**config.mk**
```make
export PLATFORM = sky130hd
export DESIGN_NAME = round_robin_id_allocator_core_flat
export DESIGN_NICKNAME = d
export VERILOG_FILES = /design/src/rtl/core/rra_pkg.sv /design/src/rtl/core/rra_if.sv /design/src/rtl/core/rra_ram.sv /design/src/rtl/core/rra_scan.sv /design/src/rtl/core/round_robin_id_allocator_core.sv /design/src/flat_wrapper.sv
export SDC_FILE = /design/constraint.sdc
export NUM_CORES = 2
export LEC_CHECK = 0
export BUFFER_PORTS_ARGS = -buffer_cell sky130_fd_sc_hd__buf_4
export CAP_MARGIN = 20
export CORE_UTILIZATION = 55
export DETAILED_ROUTE_END_ITERATION = 7
export PLACE_DENSITY = 0.71
export SYNTH_ARGS = -nofsm -noshare
export SYNTH_HDL_FRONTEND = slang
export SYNTH_SLANG_ARGS = --single-unit
```
**constraint.sdc**
```tcl
create_clock -name clk -period 8.64 [get_ports clk]
set_clock_uncertainty 0.2 [all_clocks]
set_input_delay 1.296 -clock clk [delete_from_list [all_inputs] [get_ports clk]]
set_output_delay 1.296 -clock clk [all_outputs]
set_load 0.01 [all_outputs]
```
**src/rtl/core/rra_pkg.sv**
```systemverilog
// Shared constants, codes and types of the round-robin id allocator.
package rra_pkg;

    localparam int MAX_IDS    = 1024;
    localparam int ID_W       = 11;
    localparam int WORD_BITS  = 32;
    localparam int BIT_W      = 5;
    localparam int WORD_IDX_W = ID_W - BIT_W;
    localparam int MAP_WORDS  = (MAX_IDS + 1 + WORD_BITS - 1) / WORD_BITS;
    localparam int VISIT_W    = WORD_IDX_W + 1;
    localparam int PADDR_W    = 3;
    localparam int PDATA_W    = 32;

    localparam logic REG_MAX_IDS = 1'b0;

    typedef logic [ID_W-1:0]       id_t;
    typedef logic [WORD_BITS-1:0]  word_t;
    typedef logic [WORD_IDX_W-1:0] word_idx_t;

    typedef enum logic {
        CMD_ALLOC   = 1'b0,
        CMD_RELEASE = 1'b1
    } cmd_t;

    typedef enum logic [1:0] {
        ST_DONE     = 2'd0,
        ST_FULL     = 2'd1,
        ST_DISABLED = 2'd2
    } status_t;

    typedef enum logic [1:0] {
        S_IDLE,
        S_EVAL,
        S_FIN
    } fsm_t;

    typedef struct packed {
        logic             found;
        logic [BIT_W-1:0] bit_pos;
    } scan_t;

endpackage

```
**src/rtl/core/rra_if.sv**
```systemverilog
// Request and response channel interfaces of the round-robin id allocator.
interface rra_req_if import rra_pkg::*; ();
    logic        valid;
    logic        ready;
    logic        command;
    logic [ID_W-1:0] release_id;

    modport source (output valid, output command, output release_id, input ready);
    modport sink (input valid, input command, input release_id, output ready);
endinterface

interface rra_rsp_if import rra_pkg::*; ();
    logic        valid;
    logic        ready;
    logic [ID_W-1:0] granted_id;
    logic [1:0]  status;

    modport source (output valid, output granted_id, output status, input ready);
    modport sink (input valid, input granted_id, input status, output ready);
endinterface

```
**src/rtl/core/rra_ram.sv**
```systemverilog
// Generic single-port-write, single-port-read RAM with registered read data.
module rra_ram #(
    parameter int WIDTH = 32,
    parameter int DEPTH = 33
) (
    input  logic                     clk,
    input  logic                     we,
    input  logic [$clog2(DEPTH)-1:0] waddr,
    input  logic [WIDTH-1:0]         wdata,
    input  logic                     re,
    input  logic [$clog2(DEPTH)-1:0] raddr,
    output logic [WIDTH-1:0]         rdata
);

    logic [WIDTH-1:0] mem_reg [DEPTH];

    always_ff @(posedge clk)
    begin
        if (we)
        begin
            mem_reg[waddr] <= wdata;
        end
        if (re)
        begin
            rdata <= mem_reg[raddr];
        end
    end

endmodule

```
**src/rtl/core/rra_scan.sv**
```systemverilog
// Free-id search within one word of the used map.
module rra_scan import rra_pkg::*; (
    input  word_t            map_word,
    input  word_idx_t        word_idx,
    input  id_t              lim,
    input  logic [BIT_W-1:0] start_bit,
    input  logic             first,
    output scan_t            result
);

    word_idx_t lim_word;
    logic [BIT_W-1:0] lim_bit;
    word_t all_ones;
    word_t range_mask;
    word_t start_mask;
    word_t free_bits;

    assign lim_word = lim[ID_W-1:BIT_W];
    assign lim_bit  = lim[BIT_W-1:0];
    assign all_ones = '1;

    always_comb
    begin
        priority if (word_idx < lim_word)
        begin
            range_mask = all_ones;
        end
        else if (word_idx == lim_word)
        begin
            range_mask = all_ones >> (BIT_W'(WORD_BITS - 1) - lim_bit);
        end
        else
        begin
            range_mask = '0;
        end
        if (word_idx == '0)
        begin
            range_mask[0] = 1'b0;
        end
        start_mask = first ? (all_ones << start_bit) : all_ones;
        free_bits  = ~map_word & range_mask & start_mask;
    end

    always_comb
    begin
        result.found   = |free_bits;
        result.bit_pos = '0;
        for (int i = WORD_BITS - 1; i >= 0; i--)
        begin
            if (free_bits[i])
            begin
                result.bit_pos = BIT_W'(i);
            end
        end
    end

endmodule

```
**src/rtl/core/round_robin_id_allocator_core.sv**
```systemverilog
// Top level of the round-robin id allocator: control, used-map memory and APB register.
//
//  Channel  | Role   | Payload                      | Transaction
//  ---------+--------+------------------------------+-----------------------------
//  req      | sink   | command, release_id          | valid && ready at clk rise
//  rsp      | source | granted_id, status           | valid && ready at clk rise
//  APB      | slave  | max_ids at byte address 0    | psel && penable && pwrite
//
// A release of an id from 1 to the limit passes through S_IDLE, S_EVAL and S_FIN;
// any other release and a refused allocate go from S_IDLE straight to S_FIN. An
// allocate scans the used map word by word in S_EVAL, through the single read port.
// Reset clears the used map at once through one valid flip-flop per memory word.
// A result stalled on the response side holds the next transaction in its final
// cycle, and nothing further is taken until the response is accepted.
module round_robin_id_allocator_core import rra_pkg::*; (
    input  logic               clk,
    input  logic               rst_n,
    input  logic               psel,
    input  logic               penable,
    input  logic               pwrite,
    input  logic [PADDR_W-1:0] paddr,
    input  logic [PDATA_W-1:0] pwdata,
    output logic [PDATA_W-1:0] prdata,
    output logic               pready,
    rra_req_if.sink            req,
    rra_rsp_if.source          rsp
);

    fsm_t state_reg, state_next;
    id_t max_ids_reg, max_ids_next;
    id_t count_reg, count_next;
    id_t cand_reg, cand_next;
    logic cmd_reg, cmd_next;
    id_t id_reg, id_next;
    word_idx_t word_reg, word_next;
    logic [BIT_W-1:0] start_bit_reg, start_bit_next;
    logic first_reg, first_next;
    logic [VISIT_W-1:0] visit_reg, visit_next;
    id_t res_id_reg, res_id_next;
    status_t res_status_reg, res_status_next;
    logic out_valid_reg, out_valid_next;
    id_t out_id_reg, out_id_next;
    status_t out_status_reg, out_status_next;
    logic [MAP_WORDS-1:0] word_valid_reg;
    logic rd_valid_reg;

    logic ram_we;
    logic ram_re;
    word_idx_t ram_waddr;
    word_idx_t ram_raddr;
    word_t ram_wdata;
    word_t ram_rdata;
    word_t map_data;
    id_t lim;
    word_idx_t lim_word;
    id_t start_id;
    id_t here;
    word_idx_t step_word;
    scan_t scan;
    logic cfg_we;

    assign pready = 1'b1;
    assign cfg_we = psel && penable && pwrite && (paddr[2] == REG_MAX_IDS);
    assign prdata = (paddr[2] == REG_MAX_IDS) ?
                    {(PDATA_W - ID_W)'(0), max_ids_reg} : '0;

    assign lim      = (max_ids_reg > ID_W'(MAX_IDS)) ? ID_W'(MAX_IDS) : max_ids_reg;
    assign lim_word = lim[ID_W-1:BIT_W];
    assign map_data = rd_valid_reg ? ram_rdata : '0;
    assign here     = {word_reg, scan.bit_pos};
    assign start_id = ((cand_reg == '0) || (cand_reg > lim)) ? id_t'(1) : cand_reg;
    assign step_word = (word_reg >= lim_word) ? '0 : word_reg + word_idx_t'(1);

    assign req.ready      = (state_reg == S_IDLE);
    assign rsp.valid      = out_valid_reg;
    assign rsp.granted_id = out_id_reg;
    assign rsp.status     = out_status_reg;

    rra_ram #(
        .WIDTH (WORD_BITS),
        .DEPTH (MAP_WORDS)
    ) u_map_ram (
        .clk   (clk),
        .we    (ram_we),
        .waddr (ram_waddr),
        .wdata (ram_wdata),
        .re    (ram_re),
        .raddr (ram_raddr),
        .rdata (ram_rdata)
    );

    rra_scan u_scan (
        .map_word  (map_data),
        .word_idx  (word_reg),
        .lim       (lim),
        .start_bit (start_bit_reg),
        .first     (first_reg),
        .result    (scan)
    );

    always_comb
    begin
        state_next      = state_reg;
        max_ids_next    = cfg_we ? pwdata[ID_W-1:0] : max_ids_reg;
        count_next      = count_reg;
        cand_next       = cand_reg;
        cmd_next        = cmd_reg;
        id_next         = id_reg;
        word_next       = word_reg;
        start_bit_next  = start_bit_reg;
        first_next      = first_reg;
        visit_next      = visit_reg;
        res_id_next     = res_id_reg;
        res_status_next = res_status_reg;
        out_valid_next  = out_valid_reg && !rsp.ready;
        out_id_next     = out_id_reg;
        out_status_next = out_status_reg;
        ram_we          = 1'b0;
        ram_waddr       = word_reg;
        ram_wdata       = map_data;
        ram_re          = 1'b0;
        ram_raddr       = word_reg;

        unique case (state_reg)
            S_IDLE:
            begin
                if (req.valid)
                begin
                    cmd_next        = req.command;
                    res_id_next     = '0;
                    res_status_next = ST_DONE;
                    if (req.command == CMD_RELEASE)
                    begin
                        if ((req.release_id != '0) && (req.release_id <= lim))
                        begin
                            id_next    = req.release_id;
                            word_next  = req.release_id[ID_W-1:BIT_W];
                            ram_re     = 1'b1;
                            ram_raddr  = req.release_id[ID_W-1:BIT_W];
                            state_next = S_EVAL;
                        end
                        else
                        begin
                            state_next = S_FIN;
                        end
                    end
                    else
                    begin
                        priority if (lim == '0)
                        begin
                            res_status_next = ST_DISABLED;
                            state_next      = S_FIN;
                        end
                        else if (count_reg >= lim)
                        begin
                            res_status_next = ST_FULL;
                            state_next      = S_FIN;
                        end
                        else
                        begin
                            word_next      = start_id[ID_W-1:BIT_W];
                            start_bit_next = start_id[BIT_W-1:0];
                            first_next     = 1'b1;
                            visit_next     = '0;
                            ram_re         = 1'b1;
                            ram_raddr      = start_id[ID_W-1:BIT_W];
                            state_next     = S_EVAL;
                        end
                    end
                end
            end
            S_EVAL:
            begin
                if (cmd_reg == CMD_RELEASE)
                begin
                    if (map_data[id_reg[BIT_W-1:0]])
                    begin
                        ram_we    = 1'b1;
                        ram_wdata = map_data & ~(word_t'(1) << id_reg[BIT_W-1:0]);
                        if (count_reg != '0)
                        begin
                            count_next = count_reg - id_t'(1);
                        end
                    end
                    state_next = S_FIN;
                end
                else
                begin
                    priority if (scan.found)
                    begin
                        ram_we          = 1'b1;
                        ram_wdata       = map_data | (word_t'(1) << scan.bit_pos);
                        count_next      = count_reg + id_t'(1);
                        cand_next       = (here >= lim) ? id_t'(1) : here + id_t'(1);
                        res_id_next     = here;
                        res_status_next = ST_DONE;
                        state_next      = S_FIN;
                    end
                    else if (visit_reg == ({1'b0, lim_word} + VISIT_W'(1)))
                    begin
                        res_status_next = ST_FULL;
                        state_next      = S_FIN;
                    end
                    else
                    begin
                        visit_next = visit_reg + VISIT_W'(1);
                        first_next = 1'b0;
                        word_next  = step_word;
                        ram_re     = 1'b1;
                        ram_raddr  = step_word;
                    end
                end
            end
            S_FIN:
            begin
                if (!out_valid_reg || rsp.ready)
                begin
                    out_valid_next  = 1'b1;
                    out_id_next     = res_id_reg;
                    out_status_next = res_status_reg;
                    state_next      = S_IDLE;
                end
            end
            default:
            begin
                state_next = S_IDLE;
            end
        endcase
    end

    always_ff @(posedge clk or negedge rst_n)
    begin
        if (!rst_n)
        begin
            state_reg      <= S_IDLE;
            max_ids_reg    <= ID_W'(MAX_IDS);
            count_reg      <= '0;
            cand_reg       <= id_t'(1);
            out_valid_reg  <= 1'b0;
            word_valid_reg <= '0;
            rd_valid_reg   <= 1'b0;
        end
        else
        begin
            state_reg     <= state_next;
            max_ids_reg   <= max_ids_next;
            count_reg     <= count_next;
            cand_reg      <= cand_next;
            out_valid_reg <= out_valid_next;
            if (ram_we)
            begin
                word_valid_reg[ram_waddr] <= 1'b1;
            end
            if (ram_re)
            begin
                rd_valid_reg <= word_valid_reg[ram_raddr];
            end
        end
    end

    always_ff @(posedge clk)
    begin
        cmd_reg        <= cmd_next;
        id_reg         <= id_next;
        word_reg       <= word_next;
        start_bit_reg  <= start_bit_next;
        first_reg      <= first_next;
        visit_reg      <= visit_next;
        res_id_reg     <= res_id_next;
        res_status_reg <= res_status_next;
        out_id_reg     <= out_id_next;
        out_status_reg <= out_status_next;
    end

    a_count_bound: assert property (@(posedge clk) disable iff (!rst_n)
        count_reg <= ID_W'(MAX_IDS))
        else $error("In-use count exceeds the id range.");

    a_write_in_eval: assert property (@(posedge clk) disable iff (!rst_n)
        ram_we |-> (state_reg == S_EVAL))
        else $error("Used-map write outside the evaluation step.");

    a_refused_no_id: assert property (@(posedge clk) disable iff (!rst_n)
        (rsp.valid && (rsp.status != ST_DONE)) |-> (rsp.granted_id == '0))
        else $error("Refused request carries a nonzero id.");

    a_one_at_a_time: assert property (@(posedge clk) disable iff (!rst_n)
        (req.valid && req.ready) |=> !req.ready)
        else $error("New transaction taken while one is in progress.");

endmodule

```
**src/flat_wrapper.sv**
```systemverilog
// flat-port wrapper written by rule: the top's interface ports become plain ports
module round_robin_id_allocator_core_flat import rra_pkg::*;
  (clk, rst_n, psel, penable, pwrite, paddr, pwdata, prdata, pready, req_valid, req_command, req_release_id, req_ready, rsp_valid, rsp_granted_id, rsp_status, rsp_ready);
  rra_req_if req_i ();
  rra_rsp_if rsp_i ();
  input  logic clk;
  input  logic rst_n;
  input  logic psel;
  input  logic penable;
  input  logic pwrite;
  input  logic [PADDR_W-1:0] paddr;
  input  logic [PDATA_W-1:0] pwdata;
  output logic [PDATA_W-1:0] prdata;
  output logic pready;
  input wire logic [$bits(req_i.valid)-1:0] req_valid;
  input wire logic [$bits(req_i.command)-1:0] req_command;
  input wire logic [$bits(req_i.release_id)-1:0] req_release_id;
  output wire logic [$bits(req_i.ready)-1:0] req_ready;
  output wire logic [$bits(rsp_i.valid)-1:0] rsp_valid;
  output wire logic [$bits(rsp_i.granted_id)-1:0] rsp_granted_id;
  output wire logic [$bits(rsp_i.status)-1:0] rsp_status;
  input wire logic [$bits(rsp_i.ready)-1:0] rsp_ready;
  assign req_i.valid = req_valid;
  assign req_i.command = req_command;
  assign req_i.release_id = req_release_id;
  assign req_ready = req_i.ready;
  assign rsp_valid = rsp_i.valid;
  assign rsp_granted_id = rsp_i.granted_id;
  assign rsp_status = rsp_i.status;
  assign rsp_i.ready = rsp_ready;
  round_robin_id_allocator_core u_core (.clk(clk), .rst_n(rst_n), .psel(psel), .penable(penable), .pwrite(pwrite), .paddr(paddr), .pwdata(pwdata), .prdata(prdata), .pready(pready), .req(req_i), .rsp(rsp_i));
endmodule
```
==> metrics.md <==
| Metric | Value |
|---|---|
| Mapped Cells | 4,276 |
| Yosys top cell area share | 0.6245 |
| Fill cells | 7,363 |
| Maxcap violations | 0 |
| Final HPWL DP | 99.11 mm |
| Setup CP Type | reg2reg |
| Crit path required time | 8.91 ns |
| NumNets Final | 4,468 |
| Synth unique cells | 96 |
| Post-synth top cells | 1,133 x edfxtp_1, 752 x nand2_1, 199 x a21oi_1, 167 x clkbuf_1, 155 x nor2_1 |
| Hold EP | u_core.rsp.status[0] |
| CTS hold repair buffers | 0 |
| Ys Warns | 0 |
| Global-route wire length before repair | 240.4 mm |
| Pwr Density | 385.2 nW/µm² |
| Core area | 98,280 µm² |
| Final worst path period need | 7.417 ns |
| Worst hold stages | 0 |
| GP Congestion | 1.035 |
| FMAX | 134.8 MHz |
| Vias per cell | 6.732 |
| GRT overflow | 0 |
| Site Rows | 115 |
| Initial DRC count | 5,386 |
| GR Util All Layers | 0.3280 |
| Total Routed Length | 165.8 mm |
| Post-synthesis mux area share | 0.02699 |
| Worst reg2reg path startpoint | u_core.max_ids_reg[10] |
| Starting Density | 0.5543 |
| Max reg flops | 1,056 |
| Postcts setup bufs | 0 |
| Pwr Total | 23.59 mW |
| Synth area leaders | edfxtp_1 62%, nand2_1 5.2%, dfrtp_1 3.1%, a21oi_1 1.8%, a211oi_1 1.5% |
| Peak supply drop | 270.1 µV |
| Final setup TNS | 0 ns |
| CP Launch Type | flip-flop |
| Max Root-Sink Buffers | 3 |
| Max_slew headroom | 0.2626 |
| Adder-cell share of the synthesized area | 0.01530 |
| Multi-input gate area | 17,460 µm² |
| Share of cells above drive strength 1 | 0.1474 |
| Initial antenna violation count | 1 |
| XOR/XNOR Fraction of Synth Area | 0.005145 |
| TritonCTS Sinks | 1,209 |
| DIE HEIGHT | 316.7 µm |
| Num CTS Buffers | 121 |
| Via Count | 38,630 |
| Post_cts resized | 0 |
| Final worst path period share | 0.8585 |
| Clock root buffer master | clkbuf_16 |
| Unrepaired setup endpoints after global routing | no |
| Input/output buffers | 56 |
| FF-to-FF End | u_core.u_map_ram.rdata[7] |
| R2R setup slack | 1.22 ns |
| Pin count of the biggest net entering global routing | 144 |
| Slew Viols, Final | 0 |
| Vias in the first global route | 36,390 |
| Worst Reg-to-Reg Cells | 22 |
| Hold Crit Class | reg2reg |
| CP max FO | 32 |
| Synth Cell Area | 54,480 µm² |
| Number of synthesized flops with an enable pin | 1,133 |
| Predominant post-synthesis flop cell | edfxtp_1 |
| I/O Pins | 102 |
| Register area share after synthesis | 0.6589 |
| CTS tree | done |
| Cell taking the most area after synthesis | edfxtp_1 |
| LEAKAGE | 21.29 nW |
| DRC errors left | 0 |
| Reg area | 35,900 µm² |
| Clk slew on worst S/H paths | 0.06 ns |
| Worst Hold Launch | u_core.res_status_reg[0] |
| Async SR Flop Fraction | 0.05790 |
| Die area | 100,300 µm² |
| #FFs+latches synth | 1,209 |
| Status | finished clean |
| Layout overhead on the synthesized area | 12.40% |
| Clock Latency Late Sink | 0.74 ns |
| Syn avg cell area | 12.74 µm² |
| Most numerous cell in the Yosys netlist | edfxtp_1 |
| Worst-Margin Slew | 1.106 ns |
| WP data arrival | 7.69 ns |
| Critical Path End Type | flip-flop |
| Final ANT Viol Nets | 0 |
| DR pass1 iterations | 8 |
| Largest family of logic cells by synthesized area | compound AO/OA/AOI/OAI gates |
| Final setup viols | 0 |
| Antenna diodes | 0 |
| CTS H-tree lvls | 3 |
| Final hold slack | 0.2148 ns |
| Post-synthesis simple-gate area fraction | 0.1266 |
| Compound-gate portion of the synthesized area | 0.1354 |
| DR WL/cell | 28.89 µm |
| DP Worst Slack | 1.331 ns |
| Post-route setup slack | 1.223 ns |
| Die Width | 316.7 µm |
| Hold Violations, Final | 0 |
-- cell type report --
type | count | area share
sequential | 1209 | 0.5863
multi-input combinational | 2722 | 0.2851
tap | 1287 | 0.02630
inverter | 48 | 0.003371
clock buffer | 145 | 0.05108
clock inverter | 81 | 0.01277
timing repair buffer | 246 | 0.03506
-- how the worst max path moves through the flow --
| stage | startpoint | to | slack (ns) |
|---|---|---|---|
| 5_1_grt | u_core.max_ids_reg[10] | u_core.u_map_ram.rdata[22] | 0.96 |
| 2_1_floorplan | u_core.max_ids_reg[10] | u_core.u_map_ram.mem_reg[32][0] | 0.78 |
| 3_5_place_dp | u_core.max_ids_reg[10] | u_core.u_map_ram.rdata[7] | 1.33 |
| 4_1_cts | u_core.max_ids_reg[10] | u_core.u_map_ram.rdata[7] | 1.34 |
| 3_3_place_gp | u_core.max_ids_reg[10] | u_core.u_map_ram.rdata[7] | 1.45 |
| 6_report | u_core.max_ids_reg[10] | u_core.u_map_ram.rdata[7] | 1.22 |
-- stage by stage --
step           cell area (µm²)  instances    util
6_report                 61230       5738  0.6231
4_1_cts                  61210       5737  0.6229
5_1_grt                  61230       5738  0.6231
3_3_place_gp             57300       5511  0.5831
3_5_place_dp             57300       5511  0.5831
2_1_floorplan            54550       4296       -
-- critical path, cell delays in order (launching register included) --
cell       delay, ns
dfstp_2         0.76
inv_1           0.28
buf_4           0.26
nand2_1         0.07
buf_4           0.17
inv_1           0.10
ha_1            0.19
nor2b_1         0.18
o21ai_2         0.14
buf_4           0.20
a222oi_1        0.49
o32ai_1         0.21
o31ai_2         0.38
or3b_4          0.48
o41ai_2         0.57
o21a_4          0.53
clkinv_4        0.33
buf_4           0.40
a211o_1         0.32
o22ai_1         0.23
nor4_1          0.10
o2bb2ai_1       0.35
o41ai_2         0.16
-- cells in the final DEF, fill, tap and decap left out, types with 31 or more instances in the layout --
cell,Yosys,layout
nor3_1,31,31
nor4_1,107,107
mux2i_1,67,67
o2bb2ai_1,32,32
nor2b_1,59,59
a221oi_1,34,34
a311oi_1,37,37
clkbuf_16,0,121
a32oi_1,38,38
mux2_2,51,51
a2111oi_0,65,63
nand2_1,752,751
and2_1,50,48
nand3_1,103,102
o22ai_1,54,39
o41ai_2,33,33
and3_1,105,104
a211oi_1,110,110
buf_4,36,222
inv_1,44,44
o21ai_0,77,71
edfxtp_1,1133,1133
a221o_1,36,36
or2_2,44,44
nor2_4,0,37
a31oi_1,112,110
ha_1,65,65
clkinv_1,1,32
nor2_1,155,119
a21oi_1,199,195
a211o_1,37,37
dfrtp_1,68,67
-- where the power goes --
group / leakage [nW] / switching (mW) / internal, mW
logic: 7.98 / 7.08 / 3.56
registers: 11.4 / 0.411 / 7.34
clock network: 1.92 / 2.23 / 2.97
total: 21.3 / 9.72 / 13.9
-- cells by family (layout without fill, tap and decap cells) --
kind of cell               Yosys count  count (layout)
AOI/OAI and AO/OA                  995             995
buffers and inverters              365             520
DFF                               1209            1209
muxes                              128             128
xor gates and xnor gates            32              32
other                                2              22
and+or+nand+nor                   1479            1479
adders and majority gates           66              66
-- per-layer routing --
metal	track usage	part of all wire	up-vias	wire length [µm]
met3	0.06371	0.11	425	18980
met1	0.4474	0.38	19100	63270
met4	0.1426	0.045	0	7463
met5	0	0	-	0
met2	0.5157	0.46	2442	76060
li1	-	-	16660	-
(Power assumes the default switching activity.)
